===== src/rtl/core/command_packet_parser_defines.svh =====
// Assertion macros shared by the command packet parser RTL.
`ifndef COMMAND_PACKET_PARSER_DEFINES_SVH
`define COMMAND_PACKET_PARSER_DEFINES_SVH

// Same-cycle implication, sampled on clk, idle during reset.
`define CPP_ASSERT_IMPL(label, ante, cons) \
	label: assert property (@(posedge clk) disable iff (!arst_n) (ante) |-> (cons)) \
		else $error("command packet parser: same-cycle check failed");

// Next-cycle implication, sampled on clk, idle during reset.
`define CPP_ASSERT_NEXT(label, ante, cons) \
	label: assert property (@(posedge clk) disable iff (!arst_n) (ante) |=> (cons)) \
		else $error("command packet parser: next-cycle check failed");

`endif


===== src/rtl/core/cpp_pkg.sv =====
// Shared constants, types and the type-character decoder of the command packet parser.
package cpp_pkg;

	// Payload storage bound (bytes) and length field width
	localparam int MAX_PAYLOAD_DEF = 16;
	localparam int LEN_W           = 5;

	// Framing characters
	localparam logic [7:0] CH_START = 8'h21; // '!'
	localparam logic [7:0] CH_Q     = 8'h51; // quaternion
	localparam logic [7:0] CH_A     = 8'h41; // accelerometer
	localparam logic [7:0] CH_G     = 8'h47; // gyro
	localparam logic [7:0] CH_M     = 8'h4D; // magnetometer
	localparam logic [7:0] CH_L     = 8'h4C; // location
	localparam logic [7:0] CH_B     = 8'h42; // button

	// Payload lengths per type
	localparam logic [LEN_W-1:0] LEN_QUAT   = LEN_W'(4 * 4);
	localparam logic [LEN_W-1:0] LEN_VECTOR = LEN_W'(3 * 4);
	localparam logic [LEN_W-1:0] LEN_BUTTON = LEN_W'(2);

	// Result status codes
	localparam logic [1:0] ST_GOOD     = 2'd0;
	localparam logic [1:0] ST_BAD_SUM  = 2'd1;
	localparam logic [1:0] ST_BAD_TYPE = 2'd2;

	typedef struct packed {
		logic             known;
		logic [LEN_W-1:0] len;
	} type_info_t;

	// Control from the parser to the payload store
	typedef struct packed {
		logic clear;
		logic wr_en;
	} store_ctrl_t;

	// Decode a type character; length saturates at len_max
	function automatic type_info_t type_decode(logic [7:0] t, logic [LEN_W-1:0] len_max);
		type_info_t info;
		info.known = 1'b1;
		unique case (t) inside
			CH_Q:                   info.len = LEN_QUAT;
			CH_A, CH_G, CH_M, CH_L: info.len = LEN_VECTOR;
			CH_B:                   info.len = LEN_BUTTON;
			default: begin
				info.known = 1'b0;
				info.len   = '0;
			end
		endcase
		if (info.len > len_max) begin
			info.len = len_max;
		end
		return info;
	endfunction

endpackage


===== src/rtl/core/cpp_payload_store.sv =====
// Payload byte store of the command packet parser: clear on packet start, one write per word.
module cpp_payload_store #(
	parameter int MAX_PAYLOAD = cpp_pkg::MAX_PAYLOAD_DEF,
	parameter int IDX_W       = $clog2(MAX_PAYLOAD)
) (
	input  logic                       clk,
	input  logic                       arst_n,
	input  cpp_pkg::store_ctrl_t       ctrl,
	input  logic [IDX_W-1:0]           wr_idx,
	input  logic [7:0]                 wr_data,
	output logic [8*MAX_PAYLOAD-1:0]   rd_flat
);
	import cpp_pkg::*;

	logic [7:0] bytes_q [MAX_PAYLOAD];

	// Byte registers: whole-store clear wins over a write
	always_ff @(posedge clk or negedge arst_n) begin
		if (!arst_n) begin
			for (int i = 0; i < MAX_PAYLOAD; i++) begin
				bytes_q[i] <= '0;
			end
		end else if (ctrl.clear) begin
			for (int i = 0; i < MAX_PAYLOAD; i++) begin
				bytes_q[i] <= '0;
			end
		end else if (ctrl.wr_en) begin
			bytes_q[wr_idx] <= wr_data;
		end
	end

	// Flatten, byte 0 in the low bits
	always_comb begin
		for (int i = 0; i < MAX_PAYLOAD; i++) begin
			rd_flat[8*i +: 8] = bytes_q[i];
		end
	end

endmodule


===== src/rtl/core/command_packet_parser.sv =====
// Command packet parser top level: framing FSM, checksum and result register.
//
// Usage:
//   Received serial bytes enter one word per handshake on rx_byte (in_valid /
//   in_ready). Packets are '!', a type character, a payload whose length the
//   type sets (Q: 16, A/G/M/L: 12, B: 2) and a checksum equal to the inverted
//   8-bit sum of all earlier bytes. Idle bytes other than '!' are dropped.
//   One result word per packet leaves on out_valid / out_ready with the type,
//   the 16-byte payload split in two 64-bit halves, the length and a status
//   (good, checksum mismatch, unknown type; an unknown type ends the packet).
// Latency and throughput:
//   One input word per cycle unless stalled. A result is valid in the cycle
//   after the word that ends the packet (checksum or bad type) is accepted.
//   All per-word work is one compare, one 8-bit add and one byte write,
//   finished in the accept cycle; the result register is the only stage.
// Reset:
//   arst_n clears the FSM, running sum, payload store and result register.
// Stall:
//   While a result waits and out_ready is low, in_ready is low; a taken result
//   frees the register in the same cycle, so input flow continues unbroken.
module command_packet_parser #(
	parameter int MAX_PAYLOAD = cpp_pkg::MAX_PAYLOAD_DEF
) (
	input  logic                      clk,
	input  logic                      arst_n,
	input  logic                      in_valid,
	output logic                      in_ready,
	input  logic [7:0]                rx_byte,
	output logic                      out_valid,
	input  logic                      out_ready,
	output logic [7:0]                packet_type,
	output logic [63:0]               payload_low,
	output logic [63:0]               payload_high,
	output logic [cpp_pkg::LEN_W-1:0] payload_length,
	output logic [1:0]                status
);
	import cpp_pkg::*;

	`include "command_packet_parser_defines.svh"

	localparam int               IDX_W   = $clog2(MAX_PAYLOAD);
	localparam logic [LEN_W-1:0] LEN_MAX = LEN_W'(MAX_PAYLOAD);

	typedef enum logic [1:0] {
		PH_IDLE,
		PH_TYPE,
		PH_DATA
	} phase_t;

	phase_t             phase_q, phase_d;
	logic [7:0]         type_q, type_d;
	logic [LEN_W-1:0]   len_q, len_d;
	logic [LEN_W-1:0]   left_q, left_d;
	logic [7:0]         sum_q, sum_d;

	logic               out_valid_q;
	logic [7:0]         res_type_q;
	logic [127:0]       res_payload_q;
	logic [LEN_W-1:0]   res_len_q;
	logic [1:0]         res_status_q;

	logic               accept;
	logic               res_fire;
	logic [7:0]         res_type;
	logic               res_use_store;
	logic [LEN_W-1:0]   res_len;
	logic [1:0]         res_status;
	type_info_t         tinfo;
	store_ctrl_t        st_ctrl;
	logic [LEN_W-1:0]   wr_pos;
	logic [8*MAX_PAYLOAD-1:0] store_flat;

	assign in_ready = !out_valid_q || out_ready;
	assign accept   = in_valid && in_ready;
	assign tinfo    = type_decode(rx_byte, LEN_MAX);
	// Store position of the current payload word
	assign wr_pos   = len_q - left_q + LEN_W'(1);

	cpp_payload_store #(
		.MAX_PAYLOAD (MAX_PAYLOAD),
		.IDX_W       (IDX_W)
	) u_store (
		.clk     (clk),
		.arst_n  (arst_n),
		.ctrl    (st_ctrl),
		.wr_idx  (wr_pos[IDX_W-1:0]),
		.wr_data (rx_byte),
		.rd_flat (store_flat)
	);

	// Per-word parse step
	always_comb begin
		phase_d       = phase_q;
		type_d        = type_q;
		len_d         = len_q;
		left_d        = left_q;
		sum_d         = sum_q;
		st_ctrl       = '0;
		res_fire      = 1'b0;
		res_type      = type_q;
		res_use_store = 1'b0;
		res_len       = '0;
		res_status    = ST_GOOD;
		if (accept) begin
			unique case (phase_q)
				PH_TYPE: begin
					type_d = rx_byte;
					sum_d  = sum_q + rx_byte;
					if (!tinfo.known) begin
						phase_d    = PH_IDLE;
						res_fire   = 1'b1;
						res_type   = rx_byte;
						res_status = ST_BAD_TYPE;
					end else begin
						phase_d = PH_DATA;
						len_d   = tinfo.len;
						left_d  = tinfo.len + LEN_W'(1);
					end
				end
				PH_DATA: begin
					if (left_q > LEN_W'(1)) begin
						st_ctrl.wr_en = 1'b1;
						sum_d         = sum_q + rx_byte;
						left_d        = left_q - LEN_W'(1);
					end else begin
						// checksum word closes the packet
						left_d        = '0;
						phase_d       = PH_IDLE;
						res_fire      = 1'b1;
						res_use_store = 1'b1;
						res_len       = len_q;
						res_status    = (rx_byte == ~sum_q) ? ST_GOOD : ST_BAD_SUM;
					end
				end
				default: begin
					phase_d = PH_IDLE;
					if (rx_byte == CH_START) begin
						phase_d       = PH_TYPE;
						sum_d         = rx_byte;
						type_d        = '0;
						left_d        = '0;
						st_ctrl.clear = 1'b1;
					end
				end
			endcase
		end
	end

	// Parser state and result register
	always_ff @(posedge clk or negedge arst_n) begin
		if (!arst_n) begin
			phase_q       <= PH_IDLE;
			type_q        <= '0;
			len_q         <= '0;
			left_q        <= '0;
			sum_q         <= '0;
			out_valid_q   <= 1'b0;
			res_type_q    <= '0;
			res_payload_q <= '0;
			res_len_q     <= '0;
			res_status_q  <= ST_GOOD;
		end else begin
			phase_q <= phase_d;
			type_q  <= type_d;
			len_q   <= len_d;
			left_q  <= left_d;
			sum_q   <= sum_d;
			if (res_fire) begin
				out_valid_q   <= 1'b1;
				res_type_q    <= res_type;
				res_payload_q <= res_use_store ? 128'(store_flat) : '0;
				res_len_q     <= res_len;
				res_status_q  <= res_status;
			end else if (out_ready) begin
				out_valid_q <= 1'b0;
			end
		end
	end

	assign out_valid      = out_valid_q;
	assign packet_type    = res_type_q;
	assign payload_low    = res_payload_q[63:0];
	assign payload_high   = res_payload_q[127:64];
	assign payload_length = res_len_q;
	assign status         = res_status_q;

	// Checks
	`CPP_ASSERT_NEXT(a_csum_word_gives_result,
		accept && phase_q == PH_DATA && left_q <= LEN_W'(1), out_valid_q)
	`CPP_ASSERT_IMPL(a_data_count_live, phase_q == PH_DATA, left_q != '0)
	`CPP_ASSERT_IMPL(a_bad_type_empty,
		out_valid_q && res_status_q == ST_BAD_TYPE,
		res_len_q == '0 && res_payload_q == '0)
	`CPP_ASSERT_IMPL(a_len_bounded, out_valid_q, res_len_q <= LEN_MAX)

endmodule

===== config.mk =====
export PLATFORM = sky130hd
export DESIGN_NAME = command_packet_parser
export DESIGN_NICKNAME = d
export VERILOG_FILES = /design/src/rtl/core/cpp_pkg.sv /design/src/rtl/core/cpp_payload_store.sv /design/src/rtl/core/command_packet_parser.sv
export VERILOG_INCLUDE_DIRS = /design/src /design/src/rtl/core
export SDC_FILE = /design/constraint.sdc
export NUM_CORES = 1
export LEC_CHECK = 0
export BUFFER_PORTS_ARGS = -buffer_cell sky130_fd_sc_hd__buf_2
export CORE_MARGIN = 1
export CORE_UTILIZATION = 45
export DETAILED_ROUTE_END_ITERATION = 8
export PLACE_DENSITY = 0.76
export SLEW_MARGIN = 20
export SYNTH_ARGS = -nofsm -noshare
export SYNTH_HDL_FRONTEND = slang
export SYNTH_SLANG_ARGS = --single-unit

===== constraint.sdc =====
create_clock -name clk -period 4 [get_ports clk]
set_input_delay 0.2 -clock clk [delete_from_list [all_inputs] [get_ports clk]]
set_output_delay 0.2 -clock clk [all_outputs]
set_load 0.005 [all_outputs]

==> qor.txt, run 1 <==
Max-cap violations = 0
FMAX = 0.351 GHz
Max_slew headroom = 42.4%
Post-synth EDFFs = 0
Yosys warns = 0
I/O pins = 157
Post-Layout Cell Count = 1509
Fin Setup TNS = 0 ns
Status = finished clean
Fin util = 54.6%
Layout cells sized above 1 = 25.2%
GR Util met2 = 34.5%
Yosys top cell area share = 60.6%
First-pass GRT wire length = 49500 um
Ys async rst share = 100%
Worst Setup Path Type = reg2reg
Design Area, Final = 14400 um^2
Per-cell routed wire length = 20.8 um
Row count = 59
Initial Util = 46.3%
Antenna viol nets, final = 0
Drt drc = 0
CTS H-Tree Depth = 1
Final min period = 2.85 ns
Slowest cell on crit path = dfrtp_1
Clk buf depth = 3
Post-synth top area cell = dfrtp_1
Worst setup EP type = flip-flop
Worst EP arrival = 3.26 ns
Largest stage delay on the critical path = 0.42 ns
Input/output buffers = 155
Syn_area_per_cell = 12.0 um^2
DR vias/cell = 5.80
HPWL after DPL = 19600 um
Pre-antenna DRT Iters = 5
DRT iter0 DRCs = 684
CTS root buf = clkbuf_16
Chip height = 167 um
Core region area = 26400 um^2
Die area = 27800 um^2
Largest net degree at the start of global routing = 131
Inserted Clock Buffers = 30
Area after DPL = 13200 um^2
Clk pin slew, worst setup/hold paths = 0.06 ns
Max-slew violation count = 0
Global Route Usage Sum = 22.7%
Min-delay worst type = in2reg
Max VDD drop = 0.271 mV
Final hold violation count = 0
Worst Path Required = 4.42 ns
Die width = 167 um
Synth cell types = 68
Top cells by area, synth = dfrtp_1 61%, a22o_1 11%, mux2i_1 3.0%
Nets@finish = 1176
CTS Sinks = 296
DRT Wirelength = 31400 um
Period utilization = 71.2%
Initial antenna violation count = 1
GR peak layer = met2
Dominant synthesized flop cell = dfrtp_1
Sequential cell area = 7410 um^2
Met3 GRT Util = 3.56%
Vias in the first global route = 8629
Startpoint types = flip-flop
Ratio of total power to cell area = 440 nW/um^2
Total grt overflow = 0
Vias = 8758
LEAKAGE = 7.24 nW
Layout overhead on the synthesized area = 17.9%
Cell-by-cell trace of the critical path = inv_1 -> ha_1 -> ha_1 -> xor2_1 -> xor2_1 -> nand2_1 -> or2_2 -> o21ai_0 -> o22ai_1
Placed cell count = 1450
CP top delay family = simple AND/OR/NAND/NOR gates
CTS tree = done
Area of the multi-input gates = 4350 um^2
Layout Skew = 0.0165 ns
Seq/Total Area, Yosys = 60.6%
Post-Synthesis Cells = 1014
Worst-path maximum fanout = 8
Buf+Inv Stages, Crit Path = 1
Clk Latency, worst-skew pair = 0.57 ns
Placer congestion estimate = 0.885
# setup viols final = 0
GRT met1 Usage = 33.3%
#FFs+latches synth = 296
Cell Area, Synth = 12200 um^2
Mapped Nets = 1041
Actual slew at the worst max-slew pin = 0.857 ns
FILL cells = 2195
Post-CTS Resized = 0
Unrepaired setup endpoints after global routing = false
-- state kept, by name, summed over array words and instances (netlist names) --
name and count:
phase_q 2, res_payload_q 128, type_q 8, packet_type 8, status 2, u_store.rd_flat 128
len_q 3, sum_q 8, payload_length 3, left_q 5, out_valid 1
-- cells in the final DEF (no fill, tap or decap), drive strengths merged, types with 3 or more instances in the layout --
| cell | netlist | layout |
|---|---|---|
| o221a | 5 | 5 |
| buf | 32 | 173 |
| ha | 14 | 14 |
| clkinv | 1 | 10 |
| a21oi | 11 | 11 |
| nand3 | 11 | 11 |
| nor2b | 11 | 11 |
| mux2i | 36 | 36 |
| a21o | 4 | 4 |
| clkinvlp | 0 | 3 |
| nand2 | 96 | 96 |
| xnor2 | 6 | 6 |
| bufinv | 0 | 8 |
| dfrtp | 296 | 296 |
| a31oi | 4 | 4 |
| or2 | 9 | 9 |
| inv | 21 | 22 |
| a211oi | 3 | 3 |
| o31ai | 6 | 6 |
| o22ai | 5 | 5 |
| nor2 | 78 | 78 |
| a22o | 189 | 189 |
| nor3 | 15 | 15 |
| a31o | 7 | 7 |
| and2 | 8 | 8 |
| o21ai | 57 | 57 |
| clkbuf | 39 | 35 |
| nand2b | 12 | 12 |
-- layout make-up --
type / instances / area share (%)
Antenna cell: 1 / 0.0174
Clock buffer: 35 / 5.41
Clock inverter: 21 / 2.40
Inverter: 22 / 0.574
Multi-Input combinational cell: 625 / 30.2
Sequential cell: 296 / 51.4
Tap cell: 335 / 2.91
Timing Repair Buffer: 174 / 7.04
-- per-layer routing --
| metal | routed length [um] | share of wire [%] | up-vias |
|---|---|---|---|
| met2 | 14300 | 46 | 327 |
| met1 | 14300 | 46 | 4427 |
| met4 | 886 | 2.8 | 0 |
| met5 | 0 | 0 | - |
| met3 | 1890 | 6.0 | 60 |
| li1 | - | - | 3944 |
-- worst paths after layout --
kind / from / end / slack [ns] / depth (start not counted)
max: left_q[2]$_DFFE_PN0P_ / u_store.rd_flat[116]$_DFFE_PN0P_ / 1.15 / 9
min: rx_byte[1] / u_store.rd_flat[49]$_DFFE_PN0P_ / 0.03 / 3
max reg2reg: left_q[2]$_DFFE_PN0P_ / u_store.rd_flat[116]$_DFFE_PN0P_ / 1.15 / 9
min reg2reg: u_store.rd_flat[72]$_DFFE_PN0P_ / res_payload_q[72]$_DFFE_PN0P_ / 0.49 / 1
max in group asynchronous: arst_n / u_store.rd_flat[26]$_DFFE_PN0P_ / 2.69 / 4
min in group asynchronous: arst_n / type_q[6]$_DFFE_PN0P_ / 0.12 / 2
-- worst register-to-register path: stages (launching register included) --
cell and delay [ns]:
dfrtp_1 0.42, inv_1 0.11, ha_1 0.30, ha_1 0.21
xor2_1 0.25, xor2_1 0.21, nand2_1 0.23, or2_2 0.40
o21ai_0 0.41, o22ai_1 0.17
-- synth_stat cells (all sizes together), types with 3 or more instances --
cell type	instances
dfrtp	296
a22o	189
nand2	96
nor2	78
o21ai	57
clkbuf	39
mux2i	36
buf	32
inv	21
nor3	15
ha	14
nand2b	12
a21oi	11
nand3	11
nor2b	11
or2	9
and2	8
a31o	7
o31ai	6
xnor2	6
o221a	5
o22ai	5
a21o	4
a31oi	4
a211oi	3
-- report_power, final --
group	internal (W)	leakage (nW)	switching, W
Combinational	0.0000530	2.59	0.000137
Clock	0.00192	0.543	0.00121
Sequential	0.00301	4.11	0.00000790
Total	0.00498	7.24	0.00135
-- through the flow --
step	setup WS [ns]	power [W]	hold slack [ns]
floorplan	1.57	0.00316	-0.0956
finish	1.15	0.00633	0.0291
global placement	1.13	0.00325	0.363
CTS	1.18	0.00637	0.0192
global route	0.972	0.00653	0.0441
detailed placement	1.06	0.00326	0.388
-- what timing repair did --
item	CTS	global route
hold endpoints to repair	126	0
setup buffers	0	0
hold buffers	1	0
-- cell families (layout without fill, tap and decap cells) --
logic type / Yosys count / after routing / synth area share [%]
simple gates: 254 / 254 / 9.63
xor+xnor: 8 / 8 / 0.574
buf+inv: 93 / 252 / 4.00
other cells: 1 / 2 / 0.0307
fa+ha+maj: 15 / 15 / 1.60
mux: 38 / 38 / 3.13
flops: 296 / 296 / 60.6
compound gates: 309 / 309 / 20.4
Power figures use the tool's default switching activity.
==> run 2: changes to the inputs <==
==> constraint.sdc (replaced) <==
create_clock -name clk -period 2.75 [get_ports clk]
set_input_delay 0.1375 -clock clk [delete_from_list [all_inputs] [get_ports clk]]
set_output_delay 0.1375 -clock clk [all_outputs]
set_load 0.005 [all_outputs]
==> run 2 against run 1 <==
Effect of this change: cell count increased by 2.3%; via count increased by 1.8%; first-iteration DRC count increased by 34%; sequential cell count unchanged; critical path type unchanged; design area increased by 1.6%; clock power increased by 35%; non-clock buffer count increased by 38; sequential share of layout area decreased by 0.80 points; clock-buffer cell count increased by 7; global-route usage increased by 0.25 points.
==> qor.txt, run 2 (synthesis results as in run 1) <==
Status = finished clean
N_diodes = 0 (-1)
Worst EP arrival = 3.03 ns (-0.23 ns)
Layout Skew = 0.0217 ns (+0.00519 ns)
I/O pins = 157 (unchanged)
Met3 GRT Util = 3.04% (-0.52 points)
Drt drc = 0 (unchanged)
Initial Util = 46.3% (unchanged)
Setup ws final = 0.223 ns (-0.931 ns)
Hold Crit Start = out_ready
GR peak layer = met2
Max-slew violation count = 0 (unchanged)
Vias in the first global route = 8724 (+1.1%)
Unrepaired setup endpoints after global routing = false
Hold WS = 0.0797 ns (+0.0505 ns)
Commonest non-fill, non-tap cell in the layout = dfrtp_1
CTS root buf = clkbuf_16
CTS H-Tree Depth = 1 (unchanged)
Clk Latency, worst-skew pair = 0.57 ns (about the same)
Core region area = 26400 um^2 (unchanged)
Clk pin slew, worst setup/hold paths = 0.06 ns (about the same)
Final min period = 2.53 ns (-0.319 ns)
Placer congestion estimate = 0.874 (-1.2%)
Reg2Reg Setup Slack = 0.22 ns (-0.93 ns)
Pre-antenna DRT Iters = 6 (+1)
GRT met1 Usage = 33.5% (+0.19 points)
Global Route Usage Sum = 23.0% (+0.25 points)
Min-delay worst type = in2reg
Per-cell routed wire length = 20.7 um (-0.61%)
Chip height = 167 um (unchanged)
Area after DPL = 13500 um^2 (+2.0%)
Reg-to-Reg Start = left_q[2]$_DFFE_PN0P_
Layout overhead on the synthesized area = 19.7%
Row count = 59 (unchanged)
Final hold violation count = 0 (unchanged)
GR Util met2 = 35.8% (+1.3 points)
# setup viols final = 0 (unchanged)
Hold Path End = out_valid$_DFFE_PN0P_
Worst setup EP type = flip-flop
R2R cell count = 9 (unchanged)
CTS Sinks = 296 (unchanged)
Max-cap violations = 0 (unchanged)
Worst Setup Path Type = reg2reg
Nets@finish = 1214 (+3.2%)
Placement Setup Slack = 0.125 ns (-0.935 ns)
Antenna viol nets, final = 0 (unchanged)
Max_slew headroom = 52.2% (+9.7 points)
HPWL after DPL = 20600 um (+5.0%)
Design Area, Final = 14600 um^2 (+1.6%)
Clk buf depth = 3 (unchanged)
Startpoint types = flip-flop
Total grt overflow = 0 (unchanged)
Worst R2R End = u_store.rd_flat[94]$_DFFE_PN0P_
Inserted Clock Buffers = 30 (unchanged)
Max VDD drop = 0.394 mV (+45%)
Worst Path Required = 3.26 ns (-1.16 ns)
CTS tree = done
Initial antenna violation count = 0 (-1)
Hold path depth = 3 (unchanged)
DRT iter0 DRCs = 918 (+34%)
Die width = 167 um (unchanged)
Vias = 8916 (+1.8%)
FMAX = 0.396 GHz (+13%)
LEAKAGE = 7.41 nW (+2.4%)
First-pass GRT wire length = 50200 um (+1.4%)
Period utilization = 91.9% (+21 points)
Largest net degree at the start of global routing = 89 (-32%)
Input/output buffers = 155 (unchanged)
DRT Wirelength = 31900 um (+1.7%)
Most frequent cells in the layout = 296 x dfrtp_1, 155 x a22o_1, 154 x buf_2, 96 x nand2_1, 78 x nor2_1
Worst-path maximum fanout = 8 (unchanged)
Fin Setup TNS = 0 ns (unchanged)
Die area = 27800 um^2 (unchanged)
Layout cells sized above 1 = 27.0% (+1.8 points)
Actual slew at the worst max-slew pin = 0.717 ns (-0.139 ns)
Ratio of total power to cell area = 609 nW/um^2 (+38%)
Fin util = 55.5% (+0.86 points)
DR vias/cell = 5.77 (-0.50%)
-- run 2: area by class of cell --
cell class	instances	area [um^2]
fill	2156	11700
sequential	296	7410
multi-input combinational	625	4350
timing repair buffer	212	1320
clock buffer	42	886
tap	335	419
clock inverter	12	164
inverter	22	82.6
-- run 2: routing by layer --
layer	routed length [um]	share of wire, %
met1	14400	45
met2	14700	46
met3	1940	6.1
met4	868	2.7
met5	0	0
-- run 2: through the flow --
stage / cells / total power, W
after floorplan: 1014 / 0.00459
after global placement: 1482 / 0.00475
after detailed placement: 1482 / 0.00476
after CTS: 1544 / 0.00896
after global routing: 1544 / 0.00918
final: 1544 / 0.00890
-- run 2: worst max-delay path by stage --
stage,from,end,slack (ns),cells past startpoint
after floorplan,left_q[2]$_DFFE_PN0P_,u_store.rd_flat[41]$_DFFE_PN0P_,0.32,10
after global placement,left_q[2]$_DFFE_PN0P_,u_store.rd_flat[44]$_DFFE_PN0P_,0.27,9
after detailed placement,left_q[2]$_DFFE_PN0P_,u_store.rd_flat[116]$_DFFE_PN0P_,0.12,9
after CTS,left_q[2]$_DFFE_PN0P_,u_store.rd_flat[116]$_DFFE_PN0P_,0.12,9
after global routing,left_q[2]$_DFFE_PN0P_,u_store.rd_flat[44]$_DFFE_PN0P_,0.08,9
final,left_q[2]$_DFFE_PN0P_,u_store.rd_flat[94]$_DFFE_PN0P_,0.22,9
-- run 2: critical path, cell delays in order, from the launching register on --
cell and delay (ns):
dfrtp_1 0.39, inv_1 0.10, ha_1 0.28, ha_1 0.22
xor2_2 0.20, xor2_1 0.23, nand2b_1 0.22, nor3_1 0.45
buf_4 0.22, a22o_2 0.14
-- run 2: power breakdown --
| group | leakage [nW] | switching (W) | internal (W) |
|---|---|---|---|
| combinational | 2.78 | 0.000209 | 0.0000904 |
| sequential | 4.11 | 0.0000116 | 0.00437 |
| clock | 0.523 | 0.00169 | 0.00253 |
| total | 7.41 | 0.00191 | 0.00699 |
-- run 2: repair_timing --
item,CTS,global route
hold buffers,8,0
hold endpoints to repair,100,0
setup buffers,0,0
setup endpoints to repair,0,5
gates resized for setup,0,2
==> run 3: changes to the inputs <==
--- a/config.mk
+++ b/config.mk
@@ -7,10 +7,11 @@
 export NUM_CORES = 1
 export LEC_CHECK = 0
 export BUFFER_PORTS_ARGS = -buffer_cell sky130_fd_sc_hd__buf_2
-export CORE_MARGIN = 1
+export CORE_ASPECT_RATIO = 0.9
+export CORE_MARGIN = 5
 export CORE_UTILIZATION = 45
 export DETAILED_ROUTE_END_ITERATION = 8
-export PLACE_DENSITY = 0.76
+export PLACE_DENSITY = 0.78
 export SLEW_MARGIN = 20
 export SYNTH_ARGS = -nofsm -noshare
 export SYNTH_HDL_FRONTEND = slang
==> constraint.sdc (replaced) <==
create_clock -name clk -period 2.1 [get_ports clk]
set_input_delay 0.105 -clock clk [delete_from_list [all_inputs] [get_ports clk]]
set_output_delay 0.105 -clock clk [all_outputs]
set_load 0.005 [all_outputs]
==> run 3 against run 2 <==
Effect of this change: the run now ends with hold timing, setup timing left; utilization is 4.0 points higher; cell count up 6.9%; die area grew 9.8%; global-route usage down 1.2 points; wire length rose by 9.5%; sequential cell count did not move; fmax up 15%; critical path depth is 1 higher; non-clock buffer count is 86 higher; combinational power grew 38%; design area up 9.3%; register-to-register slack got worse by 0.32 ns; critical path type unchanged; critical endpoint is now u_store.rd_flat[45]$_DFFE_PN0P_; highest routed layer unchanged.
==> qor.txt, run 3 (synthesis results as in run 1) <==
Pwr Total = 0.0116 W (+31%)
Hold Crit Start = out_ready
Placer congestion estimate = 0.877 (+0.30%)
Vias = 9335 (+4.7%)
First-pass GRT wire length = 53900 um (+7.3%)
CTS Sinks = 296 (unchanged)
Nets@finish = 1303 (+7.3%)
Final hold violation count = 1 (+1)
Status = complete, but fails checks
Period utilization = 105% (+13 points)
Clk Latency, worst-skew pair = 0.56 ns (about the same)
Clk buf depth = 3 (unchanged)
Max-slew violation count = 0 (unchanged)
Commonest non-fill, non-tap cell in the layout = dfrtp_1
Reg2Reg Setup Slack = -0.10 ns (-0.32 ns)
Global Route Usage Sum = 21.8% (-1.2 points)
Min-delay worst type = in2reg
Layout Skew = 0.00850 ns (-0.0132 ns)
Hold Path End = out_valid$_DFFE_PN0P_
Initial Util = 45.4% (-0.92 points)
Worst R2R End = u_store.rd_flat[45]$_DFFE_PN0P_
Drt drc = 0 (unchanged)
Hold path depth = 3 (unchanged)
Hold WS = -0.00147 ns (-0.0811 ns)
Worst Setup Path Type = reg2reg
Reg-to-Reg Start = left_q[2]$_DFFE_PN0P_
Fin Setup TNS = -1.17 ns (-1.17 ns)
Failing checks = hold timing, setup timing
FMAX = 0.454 GHz (+15%)
Worst setup EP type = flip-flop
Unrepaired setup endpoints after global routing = true
Final min period = 2.20 ns (-0.326 ns)
Layout overhead on the synthesized area = 30.9%
DRT iter0 DRCs = 809 (-12%)
Clk pin slew, worst setup/hold paths = 0.06 ns (about the same)
Worst-path maximum fanout = 5 (-3)
Worst Path Required = 2.53 ns (-0.73 ns)
Antenna viol nets, final = 0 (unchanged)
CTS tree = done
Most frequent cells in the layout = 296 x dfrtp_1, 155 x a22o_1, 154 x buf_2, 88 x buf_4, 82 x nand2_1
Die width = 184 um (+10%)
Row count = 57 (-3.4%)
Setup ws final = -0.101 ns (-0.324 ns)
Vias in the first global route = 9473 (+8.6%)
Max_slew headroom = 59.4% (+7.2 points)
Worst EP arrival = 2.64 ns (-0.39 ns)
Max VDD drop = 0.549 mV (+39%)
Input/output buffers = 155 (unchanged)
Ratio of total power to cell area = 728 nW/um^2 (+20%)
Inserted Clock Buffers = 30 (unchanged)
DR vias/cell = 5.65 (-2.1%)
Placed cell count = 1578 (+6.5%)
HPWL after DPL = 22700 um (+10%)
LEAKAGE = 8.00 nW (+8.0%)
Initial antenna violation count = 1 (+1)
Per-cell routed wire length = 21.1 um (+2.4%)
Actual slew at the worst max-slew pin = 0.604 ns (-0.113 ns)
R2R cell count = 10 (+1)
CTS H-Tree Depth = 1 (unchanged)
Die area = 30500 um^2 (+9.8%)
Pre-antenna DRT Iters = 5 (-1)
Max-cap violations = 0 (unchanged)
Core region area = 26900 um^2 (+2.0%)
Total grt overflow = 0 (unchanged)
Chip height = 166 um (-0.27%)
I/O pins = 157 (unchanged)
Post-Layout Cell Count = 1651 (+6.9%)
DRT Wirelength = 34900 um (+9.5%)
Largest net degree at the start of global routing = 87 (-2.2%)
Startpoint types = flip-flop
Layout cells sized above 1 = 37.7% (+11 points)
Fin util = 59.5% (+4.0 points)
CTS root buf = clkbuf_16
# setup viols final = 37 (+37)
run 3: changes by cell type in the layout (fill, tap and decap cells not counted), sizes merged:
| cell | delta |
|---|---|
| buf | +85 |
| clkinv | -6 |
| clkbuf | +4 |
| and2 | +3 |
| bufinv | +1 |
| diode | +1 |
run 3: report_power, final:
group / switching (W) / internal, W
Combinational: 0.000281 / 0.000132
Sequential: 0.0000151 / 0.00573
Clock: 0.00217 / 0.00332
Total: 0.00247 / 0.00918
run 3: repair_timing:
action                                  CTS  global route
setup buffers                             5             6
gates cloned                              0             4
gates resized for setup                  38           116
pin swaps                                 8            32
endpoints found under the hold margin   308             0
hold buffers                              8             0
endpoints found under the setup margin  259           271
run 3: worst max path at each step:
| stage | start | end | slack (ns) |
|---|---|---|---|
| 2_1_floorplan | left_q[2]$_DFFE_PN0P_ | u_store.rd_flat[105]$_DFFE_PN0P_ | -0.10 |
| 3_3_place_gp | left_q[1]$_DFFE_PN0P_ | u_store.rd_flat[126]$_DFFE_PN0P_ | -0.10 |
| 3_5_place_dp | left_q[1]$_DFFE_PN0P_ | u_store.rd_flat[26]$_DFFE_PN0P_ | -0.17 |
| 4_1_cts | left_q[2]$_DFFE_PN0P_ | u_store.rd_flat[17]$_DFFE_PN0P_ | -0.08 |
| 5_1_grt | len_q[3]$_DFFE_PN0P_ | u_store.rd_flat[106]$_DFFE_PN0P_ | -0.16 |
| 6_report | left_q[2]$_DFFE_PN0P_ | u_store.rd_flat[45]$_DFFE_PN0P_ | -0.10 |
run 3: worst max-delay path, stage by stage, from the launching register on:
cell and delay [ns]:
dfrtp_1 0.38, inv_2 0.08, ha_4 0.21, ha_4 0.17, xor2_4 0.16, xnor2_2 0.22
nand2_2 0.14, or2_4 0.30, buf_4 0.14, mux2i_1 0.18, nor2_1 0.08
run 3: layout make-up:
type                    instances  area [um^2]
multi-input cells             628         4840
fillers                      2051        10900
well taps                     354          443
clock buffers                  45          867
inverters                      22         82.6
flip-flops and latches        296         7410
clock inverters                 7          146
repair buffers                298         2200
diodes                          1         2.50
run 3: metrics by stage:
stage	instance area [um^2]	setup WS [ns]
2_1_floorplan	12300	-0.100
3_3_place_gp	14300	-0.104
3_5_place_dp	14300	-0.166
4_1_cts	15500	-0.0808
5_1_grt	16000	-0.156
6_report	16000	-0.101
run 3: routing by layer:
layer	share of wire (%)	global-route usage, %
met3	7.6	4.60
met4	2.5	5.99
met1	45	32.7
met2	45	32.4
met5	0	0
